## config.mk

```make
export PLATFORM = sky130hd
export DESIGN_NAME = robot_behaviour_arbiter_top
export DESIGN_NICKNAME = d
export VERILOG_FILES = /design/src/rba_pkg.sv /design/src/rba_core.sv /design/src/robot_behaviour_arbiter_top.sv
export VERILOG_INCLUDE_DIRS = /design/src /design/src/src
export SDC_FILE = /design/constraint.sdc
export NUM_CORES = 1
export LEC_CHECK = 0
export BUFFER_PORTS_ARGS = -buffer_cell sky130_fd_sc_hd__buf_2
export CORE_MARGIN = 2
export CORE_UTILIZATION = 25
export CTS_BUF_LIST = sky130_fd_sc_hd__clkbuf_2 sky130_fd_sc_hd__clkbuf_4 sky130_fd_sc_hd__clkbuf_8
export CTS_CLUSTER_SIZE = 28
export DETAILED_ROUTE_END_ITERATION = 7
export REMOVE_ABC_BUFFERS = 1
export SYNTH_ARGS = -nofsm -noshare
export SYNTH_HDL_FRONTEND = slang
export SYNTH_SLANG_ARGS = --single-unit
```

## constraint.sdc

```tcl
create_clock -name clk -period 5.8 [get_ports clk]
set_input_delay 1.16 -clock clk [delete_from_list [all_inputs] [get_ports clk]]
set_output_delay 1.16 -clock clk [all_outputs]
set_load 0.1 [all_outputs]
```

## src/assert_macros.svh

```systemverilog
// Assertion macros shared by the behaviour arbiter RTL.
`ifndef ASSERT_MACROS_SVH
`define ASSERT_MACROS_SVH

// Check a property on every rising clock edge outside reset.
`define RBA_ASSERT(lbl, prop, msg) \
  lbl: assert property (@(posedge clk) disable iff (rst) (prop)) else $error(msg);

// Check a property on every rising clock edge, reset included.
`define RBA_ASSERT_ALWAYS(lbl, prop, msg) \
  lbl: assert property (@(posedge clk) (prop)) else $error(msg);

`endif

```

## src/rba_pkg.sv

```systemverilog
// Types, codes and helper functions for the robot behaviour arbiter.
package rba_pkg;

  // Configuration register indexes
  localparam logic [2:0] REG_LIGHT_THRESHOLD   = 3'd0;
  localparam logic [2:0] REG_FOLLOW_PERIOD     = 3'd1;
  localparam logic [2:0] REG_AVOID_RELEASE     = 3'd2;
  localparam logic [2:0] REG_CRUISE_SPEED      = 3'd3;
  localparam logic [2:0] REG_ESCAPE_BACK_SPEED = 3'd4;
  localparam logic [2:0] REG_ESCAPE_TURN_SPEED = 3'd5;
  localparam logic [2:0] REG_AVOID_TURN_SPEED  = 3'd6;
  localparam logic [2:0] REG_FOLLOW_BASE_SPEED = 3'd7;

  // Configuration reset values
  localparam logic [9:0]  RST_LIGHT_THRESHOLD   = 10'd100;
  localparam logic [15:0] RST_FOLLOW_PERIOD     = 16'd100;
  localparam logic [15:0] RST_AVOID_RELEASE     = 16'd1000;
  localparam logic [7:0]  RST_CRUISE_SPEED      = 8'd80;
  localparam logic [7:0]  RST_ESCAPE_BACK_SPEED = 8'd80;
  localparam logic [7:0]  RST_ESCAPE_TURN_SPEED = 8'd60;
  localparam logic [7:0]  RST_AVOID_TURN_SPEED  = 8'd60;
  localparam logic [7:0]  RST_FOLLOW_BASE_SPEED = 8'd60;

  // Drive command kinds
  localparam logic [1:0] KIND_NONE   = 2'd0;
  localparam logic [1:0] KIND_SPEED  = 2'd1;
  localparam logic [1:0] KIND_MOVE   = 2'd2;
  localparam logic [1:0] KIND_ROTATE = 2'd3;

  // Directions
  localparam logic [1:0] DIR_FWD   = 2'd0;
  localparam logic [1:0] DIR_BWD   = 2'd1;
  localparam logic [1:0] DIR_LEFT  = 2'd2;
  localparam logic [1:0] DIR_RIGHT = 2'd3;

  // Winning behaviour
  localparam logic [2:0] SRC_STOP   = 3'd0;
  localparam logic [2:0] SRC_CRUISE = 3'd1;
  localparam logic [2:0] SRC_FOLLOW = 3'd2;
  localparam logic [2:0] SRC_AVOID  = 3'd3;
  localparam logic [2:0] SRC_ESCAPE = 3'd4;

  typedef struct packed {
    logic [9:0]  light_threshold;
    logic [15:0] follow_period_ms;
    logic [15:0] avoid_release_ms;
    logic [7:0]  cruise_speed;
    logic [7:0]  escape_back_speed;
    logic [7:0]  escape_turn_speed;
    logic [7:0]  avoid_turn_speed;
    logic [7:0]  follow_base_speed;
  } cfg_t;

  typedef struct packed {
    logic       bump_event;
    logic       bump_left;
    logic       bump_right;
    logic       near_left;
    logic       near_right;
    logic [9:0] light_left;
    logic [9:0] light_right;
    logic       motion_done;
    logic [7:0] elapsed_ms;
  } pass_t;

  typedef struct packed {
    logic [1:0] drive_kind;
    logic [1:0] direction;
    logic [7:0] left_speed;
    logic [7:0] right_speed;
    logic [7:0] amount;
    logic [2:0] source;
    logic [5:0] led_pattern;
    logic       led_write;
  } cmd_t;

  // Saturate a small signed sum to a wheel speed
  function automatic logic [7:0] sat8(input logic signed [9:0] v);
    logic [7:0] r;
    if (v < 0) begin
      r = 8'd0;
    end else if (v > 10'sd255) begin
      r = 8'd255;
    end else begin
      r = v[7:0];
    end
    return r;
  endfunction

  // Bargraph for the clamped steering offset
  function automatic logic [5:0] bar_pattern(input logic signed [6:0] d);
    logic [5:0] r;
    if (d > 7'sd30) begin
      r = 6'h38;
    end else if (d > 7'sd25) begin
      r = 6'h18;
    end else if (d > 7'sd5) begin
      r = 6'h08;
    end else if (d > -7'sd5) begin
      r = 6'h09;
    end else if (d > -7'sd25) begin
      r = 6'h01;
    end else if (d > -7'sd30) begin
      r = 6'h03;
    end else begin
      r = 6'h07;
    end
    return r;
  endfunction

endpackage

```

## src/rba_core.sv

```systemverilog
// Behaviour state machines and arbitration for one controller pass.
module rba_core import rba_pkg::*; (
  input  logic  clk,
  input  logic  rst,
  input  logic  step,
  input  pass_t item,
  input  cfg_t  cfg,
  output cmd_t  cmd
);

  localparam logic [2:0] ESC_IDLE       = 3'd0;
  localparam logic [2:0] ESC_BOTH_BACK  = 3'd1;
  localparam logic [2:0] ESC_BOTH_WAIT  = 3'd2;
  localparam logic [2:0] ESC_LEFT_BACK  = 3'd3;
  localparam logic [2:0] ESC_LEFT_WAIT  = 3'd4;
  localparam logic [2:0] ESC_RIGHT_BACK = 3'd5;
  localparam logic [2:0] ESC_RIGHT_WAIT = 3'd6;
  localparam logic [2:0] ESC_FINISH     = 3'd7;

  localparam logic [2:0] AVD_IDLE  = 3'd0;
  localparam logic [2:0] AVD_RIGHT = 3'd1;
  localparam logic [2:0] AVD_LEFT  = 3'd2;
  localparam logic [2:0] AVD_MID   = 3'd3;
  localparam logic [2:0] AVD_HOLD  = 3'd5;

  localparam logic [7:0] ARC_SLOW = 8'd20;
  localparam logic [7:0] ARC_FAST = 8'd80;
  localparam logic signed [10:0] FOLLOW_CLAMP = 11'sd40;

  // Behaviour state
  logic [2:0]  escape_phase, escape_phase_next;
  logic [7:0]  bump_tally, bump_tally_next;
  logic [7:0]  escape_speed, escape_speed_next;
  logic [1:0]  escape_direction, escape_direction_next;
  logic        escape_moving, escape_moving_next;
  logic        escape_turning, escape_turning_next;
  logic [7:0]  escape_amount, escape_amount_next;
  logic [2:0]  avoid_phase, avoid_phase_next;
  logic        last_side, last_side_next;
  logic [7:0]  obstacle_tally, obstacle_tally_next;
  logic [15:0] avoid_timer, avoid_timer_next;
  logic        avoid_running, avoid_running_next;
  logic [1:0]  avoid_direction, avoid_direction_next;
  logic [15:0] avoid_speeds, avoid_speeds_next;
  logic        follow_active, follow_active_next;
  logic [15:0] follow_timer, follow_timer_next;
  logic        follow_running, follow_running_next;
  logic [15:0] follow_speeds, follow_speeds_next;

  // Follow steering arithmetic
  logic               bright;
  logic signed [10:0] light_diff;
  logic signed [10:0] half_diff;
  logic signed [6:0]  steer;
  logic signed [9:0]  left_sum;
  logic signed [9:0]  right_sum;

  assign bright = (item.light_left >= cfg.light_threshold) ||
                  (item.light_right >= cfg.light_threshold);
  assign light_diff = signed'({1'b0, item.light_left}) - signed'({1'b0, item.light_right});
  assign half_diff  = light_diff >>> 1;

  always_comb begin
    if (half_diff > FOLLOW_CLAMP) begin
      steer = 7'(FOLLOW_CLAMP);
    end else if (half_diff < -FOLLOW_CLAMP) begin
      steer = 7'(-FOLLOW_CLAMP);
    end else begin
      steer = half_diff[6:0];
    end
  end

  assign left_sum  = signed'({2'b00, cfg.follow_base_speed}) - 10'(steer);
  assign right_sum = signed'({2'b00, cfg.follow_base_speed}) + 10'(steer);

  always_comb begin
    escape_phase_next     = escape_phase;
    bump_tally_next       = bump_tally;
    escape_speed_next     = escape_speed;
    escape_direction_next = escape_direction;
    escape_moving_next    = escape_moving;
    escape_turning_next   = escape_turning;
    escape_amount_next    = escape_amount;
    avoid_phase_next      = avoid_phase;
    last_side_next        = last_side;
    obstacle_tally_next   = obstacle_tally;
    avoid_running_next    = avoid_running;
    avoid_direction_next  = avoid_direction;
    avoid_speeds_next     = avoid_speeds;
    follow_active_next    = follow_active;
    follow_running_next   = follow_running;
    follow_speeds_next    = follow_speeds;
    cmd                   = '0;

    // Advance running timers
    avoid_timer_next  = avoid_running ? avoid_timer + 16'(item.elapsed_ms) : avoid_timer;
    follow_timer_next = follow_running ? follow_timer + 16'(item.elapsed_ms) : follow_timer;

    // Bumper handler
    if (item.bump_event) begin
      if (item.bump_left && item.bump_right) begin
        escape_phase_next = ESC_BOTH_BACK;
      end else if (item.bump_left) begin
        if (escape_phase != ESC_BOTH_WAIT) escape_phase_next = ESC_LEFT_BACK;
      end else if (item.bump_right) begin
        if (escape_phase != ESC_BOTH_WAIT) escape_phase_next = ESC_RIGHT_BACK;
      end
    end

    // Follow
    if (!follow_active) begin
      if (bright) begin
        follow_timer_next   = '0;
        follow_running_next = 1'b1;
        follow_active_next  = 1'b1;
      end
    end else if (follow_timer_next > cfg.follow_period_ms) begin
      if (bright) begin
        follow_speeds_next = {sat8(left_sum), sat8(right_sum)};
        cmd.led_pattern    = bar_pattern(steer);
        cmd.led_write      = 1'b1;
      end else begin
        follow_running_next = 1'b0;
        follow_active_next  = 1'b0;
      end
      follow_timer_next = '0;
    end

    // Avoid
    unique case (avoid_phase) inside
      AVD_IDLE: begin
        if (item.near_left && item.near_right) begin
          avoid_phase_next = AVD_MID;
        end else if (item.near_left) begin
          avoid_phase_next = AVD_LEFT;
        end else if (item.near_right) begin
          avoid_phase_next = AVD_RIGHT;
        end
      end
      AVD_MID: begin
        avoid_direction_next = last_side ? DIR_RIGHT : DIR_LEFT;
        avoid_speeds_next    = {cfg.avoid_turn_speed, cfg.avoid_turn_speed};
        if (!(item.near_left || item.near_right)) begin
          if (obstacle_tally > 8'd3) begin
            obstacle_tally_next = '0;
            avoid_timer_next    = '0;
          end else begin
            avoid_timer_next = 16'd400;
          end
          avoid_running_next = 1'b1;
          avoid_phase_next   = AVD_HOLD;
        end
      end
      AVD_RIGHT, AVD_LEFT: begin
        avoid_direction_next = DIR_FWD;
        avoid_speeds_next    = (avoid_phase == AVD_RIGHT) ? {ARC_SLOW, ARC_FAST}
                                                          : {ARC_FAST, ARC_SLOW};
        if (item.near_left && item.near_right) avoid_phase_next = AVD_MID;
        if (!((avoid_phase == AVD_RIGHT) ? item.near_right : item.near_left)) begin
          avoid_timer_next   = 16'd500;
          avoid_running_next = 1'b1;
          avoid_phase_next   = AVD_HOLD;
        end
        last_side_next      = (avoid_phase == AVD_RIGHT);
        obstacle_tally_next = obstacle_tally + 8'd1;
      end
      AVD_HOLD: begin
        if (avoid_timer_next > cfg.avoid_release_ms) begin
          avoid_running_next = 1'b0;
          avoid_timer_next   = '0;
          avoid_phase_next   = AVD_IDLE;
        end
      end
      default: begin
      end
    endcase

    // Escape
    unique case (escape_phase_next) inside
      ESC_BOTH_BACK: begin
        escape_speed_next     = cfg.escape_back_speed;
        escape_direction_next = DIR_BWD;
        escape_moving_next    = 1'b1;
        escape_amount_next    = (bump_tally > 8'd3) ? 8'd200 : 8'd140;
        escape_phase_next     = ESC_BOTH_WAIT;
        bump_tally_next       = bump_tally + 8'd2;
      end
      ESC_BOTH_WAIT: begin
        if (!escape_moving) begin
          escape_speed_next = cfg.escape_turn_speed;
          if (bump_tally > 8'd3) begin
            escape_amount_next    = 8'd110;
            escape_direction_next = DIR_RIGHT;
            bump_tally_next       = '0;
          end else begin
            escape_direction_next = DIR_LEFT;
            escape_amount_next    = 8'd75;
          end
          escape_turning_next = 1'b1;
          escape_phase_next   = ESC_FINISH;
        end
      end
      ESC_LEFT_BACK, ESC_RIGHT_BACK: begin
        escape_speed_next     = cfg.escape_back_speed;
        escape_direction_next = DIR_BWD;
        escape_moving_next    = 1'b1;
        escape_amount_next    = (bump_tally > 8'd3) ? 8'd160 : 8'd100;
        escape_phase_next     = escape_phase_next + 3'd1;
        bump_tally_next       = bump_tally + 8'd1;
      end
      ESC_LEFT_WAIT, ESC_RIGHT_WAIT: begin
        if (!escape_moving) begin
          escape_speed_next     = cfg.escape_turn_speed;
          escape_direction_next = (escape_phase_next == ESC_LEFT_WAIT) ? DIR_RIGHT : DIR_LEFT;
          escape_turning_next   = 1'b1;
          if (bump_tally > 8'd3) begin
            escape_amount_next = 8'd100;
            bump_tally_next    = '0;
          end else begin
            escape_amount_next = 8'd65;
          end
          escape_phase_next = ESC_FINISH;
        end
      end
      ESC_FINISH: begin
        if (!(escape_moving || escape_turning)) escape_phase_next = ESC_IDLE;
      end
      default: begin
      end
    endcase

    // Arbitration, highest priority first
    if (escape_phase_next != ESC_IDLE) begin
      cmd.source = SRC_ESCAPE;
      if (escape_amount_next != 8'd0) begin
        if (escape_turning_next || escape_moving_next) begin
          cmd.drive_kind = escape_turning_next ? KIND_ROTATE : KIND_MOVE;
          cmd.direction  = escape_direction_next;
          cmd.left_speed = escape_speed_next;
          cmd.amount     = escape_amount_next;
        end
        escape_amount_next = '0;
      end else if (!(escape_moving_next || escape_turning_next)) begin
        cmd.drive_kind = KIND_SPEED;
        cmd.direction  = escape_direction_next;
        cmd.left_speed = escape_speed_next;
      end else if (item.motion_done) begin
        escape_moving_next  = 1'b0;
        escape_turning_next = 1'b0;
      end
    end else if (avoid_phase_next != AVD_IDLE) begin
      cmd.source      = SRC_AVOID;
      cmd.drive_kind  = KIND_SPEED;
      cmd.direction   = avoid_direction_next;
      cmd.left_speed  = avoid_speeds_next[15:8];
      cmd.right_speed = avoid_speeds_next[7:0];
    end else if (follow_active_next) begin
      cmd.source      = SRC_FOLLOW;
      cmd.drive_kind  = KIND_SPEED;
      cmd.left_speed  = follow_speeds_next[15:8];
      cmd.right_speed = follow_speeds_next[7:0];
    end else begin
      cmd.source      = SRC_CRUISE;
      cmd.drive_kind  = KIND_SPEED;
      cmd.left_speed  = cfg.cruise_speed;
      cmd.right_speed = cfg.cruise_speed;
    end
  end

  always_ff @(posedge clk) begin
    if (rst) begin
      escape_phase     <= ESC_IDLE;
      bump_tally       <= '0;
      escape_speed     <= '0;
      escape_direction <= DIR_FWD;
      escape_moving    <= 1'b0;
      escape_turning   <= 1'b0;
      escape_amount    <= '0;
      avoid_phase      <= AVD_IDLE;
      last_side        <= 1'b0;
      obstacle_tally   <= '0;
      avoid_timer      <= '0;
      avoid_running    <= 1'b0;
      avoid_direction  <= DIR_FWD;
      avoid_speeds     <= '0;
      follow_active    <= 1'b0;
      follow_timer     <= '0;
      follow_running   <= 1'b0;
      follow_speeds    <= '0;
    end else if (step) begin
      escape_phase     <= escape_phase_next;
      bump_tally       <= bump_tally_next;
      escape_speed     <= escape_speed_next;
      escape_direction <= escape_direction_next;
      escape_moving    <= escape_moving_next;
      escape_turning   <= escape_turning_next;
      escape_amount    <= escape_amount_next;
      avoid_phase      <= avoid_phase_next;
      last_side        <= last_side_next;
      obstacle_tally   <= obstacle_tally_next;
      avoid_timer      <= avoid_timer_next;
      avoid_running    <= avoid_running_next;
      avoid_direction  <= avoid_direction_next;
      avoid_speeds     <= avoid_speeds_next;
      follow_active    <= follow_active_next;
      follow_timer     <= follow_timer_next;
      follow_running   <= follow_running_next;
      follow_speeds    <= follow_speeds_next;
    end
  end

endmodule

```

## src/robot_behaviour_arbiter_top.sv

```systemverilog
// Top level of the robot behaviour arbiter: ports, configuration and result register.
//
// Usage: every request on the slave stream is one controller pass (bumpers,
// IR obstacle flags, two light readings, motion-done flag and elapsed
// milliseconds). For each request exactly one drive command leaves on the
// master stream, with the winning behaviour (escape, avoid, follow, cruise)
// and, after a follow update, a bargraph pattern for the six LEDs.
// Timing: the command appears on m_tvalid in the cycle after the request is
// taken. Throughput: one request per cycle unless the sink stalls; the
// behaviour state machines and the arbitration settle in one pass of logic
// in front of the result register, so that register is the only stage.
// Stall: s_tready stays high while the result register is empty or is being
// emptied in the same cycle; a held result blocks new requests, nothing is
// dropped.
// Configuration: cfg_we writes cfg_data into register cfg_index at once;
// write only while no request is in flight.
// Reset: rst (synchronous) restores the default registers, idles all
// behaviours, stops both timers and empties the result register.
module robot_behaviour_arbiter_top import rba_pkg::*; (
  input  logic        clk,
  input  logic        rst,
  input  logic        s_tvalid,
  output logic        s_tready,
  // bump_event[0], bump_left[1], bump_right[2], near_left[3], near_right[4],
  // light_left[14:5], light_right[24:15], motion_done[25], elapsed_ms[33:26], zero fill
  input  logic [39:0] s_tdata,
  output logic        m_tvalid,
  input  logic        m_tready,
  // drive_kind[1:0], direction[3:2], left_speed[11:4], right_speed[19:12],
  // amount[27:20], source[30:28], led_pattern[36:31], led_write[37], zero fill
  output logic [39:0] m_tdata,
  input  logic        cfg_we,
  input  logic [2:0]  cfg_index,
  input  logic [15:0] cfg_data
);

`include "assert_macros.svh"

  cfg_t  cfg;
  pass_t item;
  cmd_t  cmd;
  cmd_t  result;
  logic  take;

  // Unpack the request
  assign item.bump_event  = s_tdata[0];
  assign item.bump_left   = s_tdata[1];
  assign item.bump_right  = s_tdata[2];
  assign item.near_left   = s_tdata[3];
  assign item.near_right  = s_tdata[4];
  assign item.light_left  = s_tdata[14:5];
  assign item.light_right = s_tdata[24:15];
  assign item.motion_done = s_tdata[25];
  assign item.elapsed_ms  = s_tdata[33:26];

  // Accept while the result register is free or draining
  assign s_tready = !m_tvalid || m_tready;
  assign take     = s_tvalid && s_tready;

  // Configuration registers
  always_ff @(posedge clk) begin
    if (rst) begin
      cfg.light_threshold   <= RST_LIGHT_THRESHOLD;
      cfg.follow_period_ms  <= RST_FOLLOW_PERIOD;
      cfg.avoid_release_ms  <= RST_AVOID_RELEASE;
      cfg.cruise_speed      <= RST_CRUISE_SPEED;
      cfg.escape_back_speed <= RST_ESCAPE_BACK_SPEED;
      cfg.escape_turn_speed <= RST_ESCAPE_TURN_SPEED;
      cfg.avoid_turn_speed  <= RST_AVOID_TURN_SPEED;
      cfg.follow_base_speed <= RST_FOLLOW_BASE_SPEED;
    end else if (cfg_we) begin
      unique case (cfg_index)
        REG_LIGHT_THRESHOLD:   cfg.light_threshold   <= cfg_data[9:0];
        REG_FOLLOW_PERIOD:     cfg.follow_period_ms  <= cfg_data;
        REG_AVOID_RELEASE:     cfg.avoid_release_ms  <= cfg_data;
        REG_CRUISE_SPEED:      cfg.cruise_speed      <= cfg_data[7:0];
        REG_ESCAPE_BACK_SPEED: cfg.escape_back_speed <= cfg_data[7:0];
        REG_ESCAPE_TURN_SPEED: cfg.escape_turn_speed <= cfg_data[7:0];
        REG_AVOID_TURN_SPEED:  cfg.avoid_turn_speed  <= cfg_data[7:0];
        REG_FOLLOW_BASE_SPEED: cfg.follow_base_speed <= cfg_data[7:0];
        default: begin
        end
      endcase
    end
  end

  // Behaviour machines and arbitration; state advances on each taken request
  rba_core u_core (
    .clk  (clk),
    .rst  (rst),
    .step (take),
    .item (item),
    .cfg  (cfg),
    .cmd  (cmd)
  );

  // Result register: load on a taken request, drop valid once the sink takes it
  always_ff @(posedge clk) begin
    if (rst) begin
      m_tvalid <= 1'b0;
    end else if (take) begin
      m_tvalid <= 1'b1;
    end else if (m_tready) begin
      m_tvalid <= 1'b0;
    end
  end

  always_ff @(posedge clk) begin
    if (take) begin
      result <= cmd;
    end
  end

  assign m_tdata = {2'b00, result.led_write, result.led_pattern, result.source,
                    result.amount, result.right_speed, result.left_speed,
                    result.direction, result.drive_kind};

  // Every taken request leaves a command in the result register
  `RBA_ASSERT(a_take_loads, take |=> m_tvalid, "request taken but no result held")
  // Cruise is always a fallback, so the stop source never wins
  `RBA_ASSERT(a_no_stop, m_tvalid |-> (result.source != SRC_STOP), "stop source produced")
  // Only escape can withhold a drive command
  `RBA_ASSERT(a_none_escape,
    (m_tvalid && (result.drive_kind == KIND_NONE)) |-> (result.source == SRC_ESCAPE),
    "empty command from a behaviour other than escape")
  // A bargraph write always lights at least one LED
  `RBA_ASSERT(a_led_lit, (m_tvalid && result.led_write) |-> (result.led_pattern != 6'd0),
    "bargraph write with all LEDs dark")

endmodule

```

==> flow_summary.yaml, run 1 <==
die:
  die_area_sq_mm: 0.05838
  fp-row-count: 87
  chipWidth_um: 241.6
  start_util_pct: 25.18
  ios: 106
  core_area_sq_mm: 0.05606
  die_height_um: 241.6
final_layout:
  nFillCells: 5930
  seq_area_sq_mm: 0.005045
  final_nets: 2069
  final_area_sq_mm: 0.01706
  drive_gt1_share_pct: 17.00
  area_growth_pct: 20.86
  fin_util_pct: 30.43
  multi_input_area_sq_mm: 0.008347
yosys:
  yosys_register_bits: 233
  synthCells: 1728
  synth.distinct_cells: 80
  synth.avg_cell_area_sq_um: 8.169
  synth_ff_type: "dfxtp_1"
  yosysSeqAreaShare_pct: 35.74
  synth_area_sq_mm: 0.01412
  synth-edff-count: 38
  yosysTopAreaCell: "dfxtp_1"
  yosys_warnings: 0
  ys_top_cells_by_area: "dfxtp_1, ha_1, edfxtp_1"
  synth.most_common_cell: "nand2_1"
  synth_top_area_share_pct: 27.65
  async_flop_share_pct: 0
  synth_common_cells: "nand2_1, dfxtp_1, nor2_1, a21oi_1, ha_1"
routing:
  vias: 13311
  vias_per_cell: 4.963
  drtAntennaViolNets: 0
  drt_iter0_drc: 976
  first_pass_iters: 5
  wire_per_inst_um: 16.05
  wirelength_mm: 43.06
  drc: 0
sta:
  skew_ns: 0.02170
  max-slew-margin-rel_pct: 17.60
  fmaxAchievable_ghz: 0.1812
  period_share_pct: 95.17
  finalSetupTns_ns: 0
  worstMarginPinSlew_ns: 1.225
  finalSetupViolCount: 0
  whs_ns: 0.4539
  hold_violations: 0
  fin_crit_ns: 5.520
  finalMaxSlewViolations: 0
critical_path:
  start_kind: "primary input"
  worstPathMaxFanout: 9
  cp-end-kind: "flip-flop"
  path_class: "in2reg"
  reg2reg_slack_ns: 0.69
  arrival_ns: 5.84
  required_ns: 6.12
global_route:
  grt_pass1_vias: 12939
  overflow: 0
  grt_max_degree: 93
  grt_pass1_wl_mm: 68.46
  antenna_found_initial: 6
  grt_usage_pct: 14.34
placed_design:
  port_buffers: 97
  placed_area_sq_mm: 0.01614
  dp_hpwl_mm: 31.63
  gp_congestion: 0.8777
cts:
  root_buffer: "clkbuf_8"
  cts_sinks: 233
  clk_path_buf_depth: 3
  clock_latency_ns: 0.58
  cts_tree: "yes"
  path_clk_slew_ns: 0.05
  numCtsBuffers: 43
  htreeDepth: 2
pwr:
  pwr_density_cell_mw_per_mm2: 286.5
  finalPower_uw: 4888
  vdd_drop_max_mv: 0.2258
  leakage_uw: 0.006837
outcome:
  outcome: "complete, no violations"
run:
  maxCapViolations: 0
worst_hold_path:
  holdCritPathClass: "reg2reg"
[worst max-delay path: stages]
cell and delay, ns:
buf_2 0.12, buf_4 0.14, ha_1 0.21, fa_1 0.40
a21o_1 0.17, a21oi_1 0.20, o21bai_1 0.08, a21oi_1 0.25
o21bai_1 0.13, mux2i_1 0.12, or3_1 0.42, ha_1 0.36
a21oi_1 0.18, nand3_1 0.08, o21ai_0 0.33, buf_4 0.19
nand2_1 0.07, o211a_1 0.37, buf_4 0.23, buf_12 0.12
a221o_1 0.26, a31o_2 0.24
[per-stage QoR]
step / worst slack, ns / std cells
2_1_floorplan: -1.047 / 1632
3_3_place_gp: -0.3856 / 2609
3_5_place_dp: -0.4105 / 2609
4_1_cts: 0.1994 / 2680
5_1_grt: -0.06032 / 2681
6_report: 0.2802 / 2682
[kinds of logic after synthesis]
group | synth area share, %
and+or+nand+nor | 19.93
AOI/OAI and AO/OA | 22.88
DFF | 35.74
buffers and inverters | 5.309
adders and majority gates | 9.830
xor gates and xnor gates | 3.413
muxes | 2.881
other | 0.02657
[layout by cell type, fill, tap and decap left out, types with 5 or more instances in the layout]
cell type / Yosys / layout
nand2_1: 246 / 245
dfxtp_1: 195 / 195
nor2_1: 159 / 159
a21oi_1: 156 / 156
buf_4: 2 / 122
ha_1: 102 / 102
buf_2: 5 / 96
inv_1: 96 / 94
o21ai_0: 48 / 48
clkbuf_8: 0 / 48
nand3_1: 46 / 46
a22oi_1: 46 / 46
nor3_1: 44 / 44
xnor2_1: 40 / 40
edfxtp_1: 38 / 38
nand2b_1: 31 / 31
o211ai_1: 31 / 31
mux2i_1: 26 / 26
a211oi_1: 25 / 23
nand4_1: 23 / 23
a221oi_1: 18 / 18
and3_1: 17 / 17
clkbuf_4: 0 / 17
a21o_1: 15 / 15
xor2_1: 15 / 15
mux2_2: 13 / 13
a221o_1: 12 / 12
o22ai_1: 11 / 11
nor2b_1: 11 / 11
o21bai_1: 10 / 10
a31oi_1: 10 / 10
and2_1: 10 / 10
a32o_1: 10 / 10
or3_1: 9 / 9
a311oi_1: 7 / 7
nor4_1: 8 / 7
a31o_2: 5 / 5
a41oi_1: 5 / 5
fa_1: 5 / 5
[final timing paths]
kind | from | to | cells past startpoint
worst max-delay path | s_tdata[26] | m_tdata[12]$_SDFFCE_PN0P_ | 22
worst min-delay path | cfg[65]$_SDFFE_PP0P_ | cfg[65]$_SDFFE_PP0P_ | 2
worst max register to register | u_core.avoid_timer[0]$_SDFFE_PP0P_ | m_tdata[14]$_SDFFCE_PN0P_ | 19
worst min register to register | cfg[65]$_SDFFE_PP0P_ | cfg[65]$_SDFFE_PP0P_ | 2
[report_power, final]
group | switching (uW) | total (uW) | internal (uW) | leakage, uW
Sequential | 56.8 | 1790 | 1730 | 0.00196
Combinational | 939 | 1410 | 474 | 0.00440
Clock | 692 | 1680 | 992 | 0.000474
Total | 1690 | 4890 | 3200 | 0.00684
[state kept, by name, indices dropped and copies added, names as in the netlist, 8 cells and up]
name / cells
m_tdata: 38
u_core.avoid_timer: 16
cfg: 82
u_core.escape_amount: 8
u_core.escape_speed: 8
u_core.avoid_speeds: 16
u_core.follow_timer: 16
u_core.follow_speeds: 16
u_core.obstacle_tally: 8
u_core.bump_tally: 8
[final cells by class]
| cell class | count | share of cell area [%] |
|---|---|---|
| clock buffer | 65 | 4.620 |
| sequential | 233 | 29.57 |
| multi-input combinational | 1302 | 48.93 |
| clock inverter | 6 | 0.6307 |
| inverter | 97 | 2.142 |
| tap | 756 | 5.545 |
| antenna | 2 | 0.02934 |
| timing repair buffer | 221 | 8.537 |
[per-layer routing]
metal	part of all wire (%)	GRT usage (%)	up-vias	routed length [um]
met2	46	23.45	383	19780
met3	6.3	2.997	95	2705
met4	3.2	5.700	10	1367
li1	-	-	6582	-
met1	44	18.39	6241	19150
met5	0.13	0	-	57
[repair_timing]
action / 4_1_cts / 5_1_grt
hold buffers: 0 / 0
resized for setup: 0 / 7
setup buffers: 0 / 0
endpoints found under the setup margin: 0 / 18
No activity file was read; power rests on OpenSTA's default activity.
==> inputs of run 2 (changes only) <==
Settings changed: BUFFER_PORTS_ARGS -buffer_cell sky130_fd_sc_hd__buf_2 to default, DONT_BUFFER_PORTS from default to 1, RECOVER_POWER from default to 100.
==> run 2 against run 1 <==
- the run now ends with max-capacitance violations, max-slew violations left
- design area down 5.0%
- clock-buffer cell count up 3
- setup slack better by 0.034 ns
- clock power up 6%
- routed wire length down 0.25%
- final cell count down 5.1%
- flip-flop and latch count unchanged
- sequential share of layout area up 1.6 points
- via count down 2.9%
- die area unchanged
- critical path type unchanged
- largest cell class unchanged
- largest power group unchanged
==> flow_summary.yaml, run 2 (synthesis gave the netlist of run 1 again) <==
die:
  core_area_sq_mm: 0.05606
  ios: 106
  die_height_um: 241.6
  chipWidth_um: 241.6
  fp-row-count: 87
  start_util_pct: 25.18
  die_area_sq_mm: 0.05838
routing:
  wire_per_inst_um: 16.88
  drc: 0
  drtAntennaViolNets: 0
  wirelength_mm: 42.95
  vias: 12924
  drt_iter0_drc: 894
  vias_per_cell: 5.078
  first_pass_iters: 7
sta:
  finalMaxSlewViolations: 40
  period_share_pct: 94.58
  fmaxAchievable_ghz: 0.1823
  whs_ns: 0.4549
  max-slew-margin-rel_pct: -50.78
  worstMarginPinSlew_ns: 2.262
  rsz0062_at_grt: "no"
  skew_ns: 0.04626
  finalSetupViolCount: 0
  hold_violations: 0
  fin_crit_ns: 5.486
cts:
  numCtsBuffers: 44
  path_clk_slew_ns: 0.06
  htreeDepth: 2
  root_buffer: "clkbuf_8"
  cts_sinks: 233
  cts_tree: "yes"
  clock_latency_ns: 0.62
  clk_path_buf_depth: 3
placed_design:
  gp_congestion: 0.9078
  port_buffers: 0
  placed_area_sq_mm: 0.01528
  dp_hpwl_mm: 31.17
final_layout:
  diodes: 0
  final_cell_mix: "nand2_1, dfxtp_1, nor2_1"
  largest-register: "cfg"
  area_growth_pct: 14.79
  final_nets: 1930
  final_area_sq_mm: 0.01620
  drive_gt1_share_pct: 9.558
  nFillCells: 5941
  layout_commonest_cell: "nand2_1"
  largest_reg_flops: 82
critical_path:
  path_class: "in2reg"
  cp-end-kind: "flip-flop"
  worstPathMaxFanout: 7
  required_ns: 6.23
  start_kind: "primary input"
  arrival_ns: 5.92
pwr:
  pwr_density_cell_mw_per_mm2: 299.1
  finalPower_uw: 4846
  vdd_drop_max_mv: 0.1669
  leakage_uw: 0.006192
global_route:
  grt_usage_pct: 14.35
  grt_pass1_vias: 12456
  antenna_found_initial: 0
  overflow: 0
  grt_pass1_wl_mm: 67.98
  grt_max_degree: 145
outcome:
  outcome: "finished, violations left"
  violations: "max-capacitance violations, max-slew violations"
worst_hold_path:
  holdCritPathClass: "reg2reg"
run:
  maxCapViolations: 1
[run 2: routing by layer]
layer,up-vias,GRT usage [%],wire length (um)
li1,6296,-,-
met1,6145,18.30,18890
met2,410,23.88,19930
met3,73,3.718,3198
met4,0,3.928,936
met5,-,0,0
[run 2: final cells by class]
| class | instances | area (sq um) | area share [%] |
|---|---|---|---|
| flip-flops and latches | 233 | 5045 | 31.13 |
| multi-input cells | 1302 | 8337 | 51.45 |
| inverters | 97 | 365.4 | 2.255 |
| repair buffers | 81 | 545.5 | 3.367 |
| well taps | 756 | 945.9 | 5.837 |
| clock inverters | 8 | 105.1 | 0.6486 |
| clock buffers | 68 | 860.8 | 5.312 |
[run 2: critical path: stages]
cell and delay (ns):
nand2b_1 0.15, fa_1 0.42, a211oi_1 0.31, o211ai_1 0.16
a41o_1 0.31, a2111oi_0 0.53, o21ai_0 0.25, ha_1 0.36
nor2b_1 0.06, o311ai_0 0.42, a21oi_1 0.22, o41ai_1 0.39
xnor2_1 0.14, nor2_1 0.38, clkbuf_1 0.28, o21ai_0 0.17
a31oi_1 0.20
[run 2: path summary, 6_finish.rpt]
kind	slack, ns	endpoint	from	cells past startpoint
setup / recovery	0.31	m_tdata[14]$_SDFFCE_PN0P_	s_tdata[5]	17
hold / removal	0.45	cfg[65]$_SDFFE_PP0P_	cfg[65]$_SDFFE_PP0P_	2
setup reg to reg	0.45	u_core.obstacle_tally[7]$_SDFFE_PP0P_	m_tvalid$_SDFFE_PP0P_	9
hold reg to reg	0.45	cfg[65]$_SDFFE_PP0P_	cfg[65]$_SDFFE_PP0P_	2
[run 2: repair_timing]
action	in CTS	in global routing
hold buffers	0	0
endpoints found under the setup margin	0	8
setup buffers	0	0
resized for setup	0	3
[run 2: stage by stage]
step                worst slack, ns  std cells  TNS, ns  utilization (%)
detailed placement          -0.5166       2468   -10.30            27.26
floorplan                    -1.047       1632   -9.535                -
global route                0.01898       2545        0            28.91
finish                       0.3145       2545        0            28.91
global placement            -0.5337       2468   -10.49            27.26
CTS                         0.08326       2544        0            28.99
[run 2: report_power, final]
part | switching (uW) | total [uW] | internal (uW)
clock network | 743 | 1780 | 1030
logic | 638 | 1030 | 393
registers | 301 | 2040 | 1740
==> inputs of run 3 (changes only) <==
Settings changed: PLACE_DENSITY from default to 0.39, SYNTH_HIERARCHICAL from default to 1.
==> run 3 against run 2 <==
- the run now ends clean
- flip-flop and latch count did not move
- global-route usage rose by 0.52 points
- area after synthesis up 2.2%
- clock-buffer cell count is 6 higher
- fmax is essentially flat
- first-iteration DRC count fell by 30%
- critical endpoint is now m_tdata[2]$_DFFE_PP_
- non-clock buffer count up 34
- worst hold slack worse by 0.014 ns
- register-to-register slack lost 0.10 ns
- largest cell class unchanged
- final cell count decreased by 0.28%
==> flow_summary.yaml, run 3 <==
routing:
  first_pass_iters: 5
  wirelength_mm: 44.61
  drc: 0
  drtAntennaViolNets: 0
  vias: 12205
  wire_per_inst_um: 17.58
  vias_per_cell: 4.809
  drt_iter0_drc: 625
die:
  die_area_sq_mm: 0.05965
  die_height_um: 244.2
  start_util_pct: 25.15
  fp-row-count: 88
  chipWidth_um: 244.2
  core_area_sq_mm: 0.05737
  ios: 106
yosys:
  yosys_warnings: 6
  yosysSeqAreaShare_pct: 34.97
  synth-edff-count: 38
  yosysTopAreaCell: "dfxtp_1"
  async_flop_share_pct: 0
  synth.avg_cell_area_sq_um: 8.665
  synth_ff_type: "dfxtp_1"
  synthCells: 1665
  synth_area_sq_mm: 0.01443
  yosys_register_bits: 233
  ys_top_cells_by_area: "dfxtp_1, ha_1, edfxtp_1"
  synth_common_cells: "dfxtp_1, nor2_1, nand2_1, a21oi_1, ha_1"
  synth.most_common_cell: "dfxtp_1"
  synth_top_area_share_pct: 27.06
  synth.distinct_cells: 95
pwr:
  internal_power_uw: 3205
  leakage_uw: 0.006845
  vdd_drop_max_mv: 0.1562
  comb_power_share_pct: 22.6
  p_seq_share_pct: 41.1
  switching_share_pct: 34.69
  finalPower_uw: 4908
  pwr_density_cell_mw_per_mm2: 291.3
  switching_power_uw: 1703
  pwr-share-clk_pct: 36.3
sta:
  finalSetupTns_ns: 0
  hold_violations: 0
  fmaxAchievable_ghz: 0.1822
  period_share_pct: 94.60
  worstMarginPinSlew_ns: 1.391
  max-slew-margin-rel_pct: 7.242
  finalSetupViolCount: 0
  finalMaxSlewViolations: 0
  skew_ns: 0.04936
  final.setup.worst_slack_ns: 0.3130
  fin_crit_ns: 5.487
global_route:
  grt_pass1_wl_mm: 70.06
  overflow: 0
  antenna_found_initial: 0
  grt_usage_pct: 14.87
  grt_max_degree: 208
  grt_pass1_vias: 12211
final_layout:
  largest_reg_flops: 82
  area_growth_pct: 16.77
  largest-register: "cfg"
  final_cell_mix: "dfxtp_1, nor2_1, nand2_1"
  multi_input_area_sq_mm: 0.008650
  nFillCells: 6137
  seq_area_sq_mm: 0.005045
  layout_commonest_cell: "dfxtp_1"
  diodes: 0
  drive_gt1_share_pct: 13.65
  final_nets: 1910
critical_path:
  worstPathMaxFanout: 13
  required_ns: 6.07
  path_class: "in2reg"
  crit_slowest_cell: "mux2i_1"
  worstSetupStartpoint: "s_tdata[0]"
  cp-end-kind: "flip-flop"
  cp_cell_sequence: "nand2_2, o21bai_1, nand2_1, ha_1, or2_0, a221oi_1, nand4_1, nor3_1, mux2i_1, o22ai_1"
  slowest_delay_ns: 0.96
  arrival_ns: 5.75
  r2r_start: "u_core/escape_phase[0]$_SDFFE_PP0P_"
  start_kind: "primary input"
worst_hold_path:
  min_from: "u_core/escape_amount[4]$_SDFFE_PP0P_"
  holdCritPathClass: "reg2reg"
placed_design:
  place_ws_ns: -0.3146
  dp_hpwl_mm: 32.20
  gp_congestion: 0.7643
  port_buffers: 0
cts:
  htreeDepth: 2
  cts_sinks: 233
  clock_latency_ns: 0.63
  cts_tree: "yes"
  path_clk_slew_ns: 0.06
  root_buffer: "clkbuf_8"
  postCtsSetupBuffers: 0
  numCtsBuffers: 46
  clk_path_buf_depth: 3
  ctsResizeCount: 0
  cts_hold_buffers: 0
outcome:
  outcome: "complete, no violations"
run:
  maxCapViolations: 0
## run 3: cell types whose count changed after synthesis, sizes merged, moves of 11 or more
| cell | delta |
|---|---|
| a221o | -11 |
| nand2b | +56 |
| nand3 | -22 |
| a21oi | -43 |
| mux2i | +62 |
| nor2 | +31 |
| o21ai | +15 |
| buf | +14 |
| a22oi | -13 |
| o211ai | -17 |
| clkbuf | -19 |
| a211oi | +15 |
| nand2 | -127 |
## run 3: power groups by stage
stage | Sequential (uW) | Combinational (uW) | Clock [uW]
4_1_cts | 2020 | 1130 | 1870
3_5_place_dp | 2050 | 1120 | 0
6_report | 2020 | 1110 | 1780
3_3_place_gp | 2050 | 1120 | 0
2_1_floorplan | 2030 | 696 | 0
5_1_grt | 2020 | 1240 | 1930
## run 3: metrics by stage
stage          cells  area (sq um)  hold WS (ns)  utilization, %
2_1_floorplan   1574         14030        0.4122               -
3_3_place_gp    2454         15900        0.4274           27.71
3_5_place_dp    2454         15900        0.4299           27.71
6_report        2538         16850        0.4408           29.37
4_1_cts         2538         16870        0.4430           29.41
5_1_grt         2538         16850        0.4745           29.37
## run 3: cell type report
| class | count | share of cell area, % |
|---|---|---|
| multi-input cells | 1251 | 51.34 |
| flip-flops and latches | 233 | 29.94 |
| well taps | 765 | 5.681 |
| clock buffers | 74 | 5.266 |
| repair buffers | 115 | 5.258 |
| inverters | 90 | 2.005 |
| clock inverters | 10 | 0.5050 |
## run 3: worst max-delay path: cells and delay by family
kind | cells | cell delay, ns
compound gates | 3 | 1.28
fa+ha+maj | 1 | 0.42
mux | 1 | 0.96
simple gates | 5 | 1.92
## run 3: final timing paths
check        cells after the start  slack [ns]                                   end
max reg2reg                     10        0.35                  m_tdata[2]$_DFFE_PP_
max                             10        0.31                  m_tdata[2]$_DFFE_PP_
min                              2        0.44  u_core/escape_amount[4]$_SDFFE_PP0P_
min reg2reg                      2        0.44  u_core/escape_amount[4]$_SDFFE_PP0P_
## run 3: cell families after synthesis
family / after synthesis / share of synthesized area, %
AOI/OAI and AO/OA: 417 / 20.07
buffers and inverters: 182 / 5.117
DFF: 233 / 34.97
and+or+nand+nor: 568 / 19.61
muxes: 101 / 7.207
xor gates and xnor gates: 53 / 3.217
adders and majority gates: 110 / 9.791
other: 1 / 0.02599
## run 3: metal layers
metal	part of all wire [%]	wire (um)	vias to the layer above	GRT usage [%]
met1	46	20560	5768	18.93
met4	2.2	972	0	4.125
met5	0	0	-	0
li1	-	-	6147	-
met2	46	20610	238	24.67
met3	5.5	2473	52	3.984
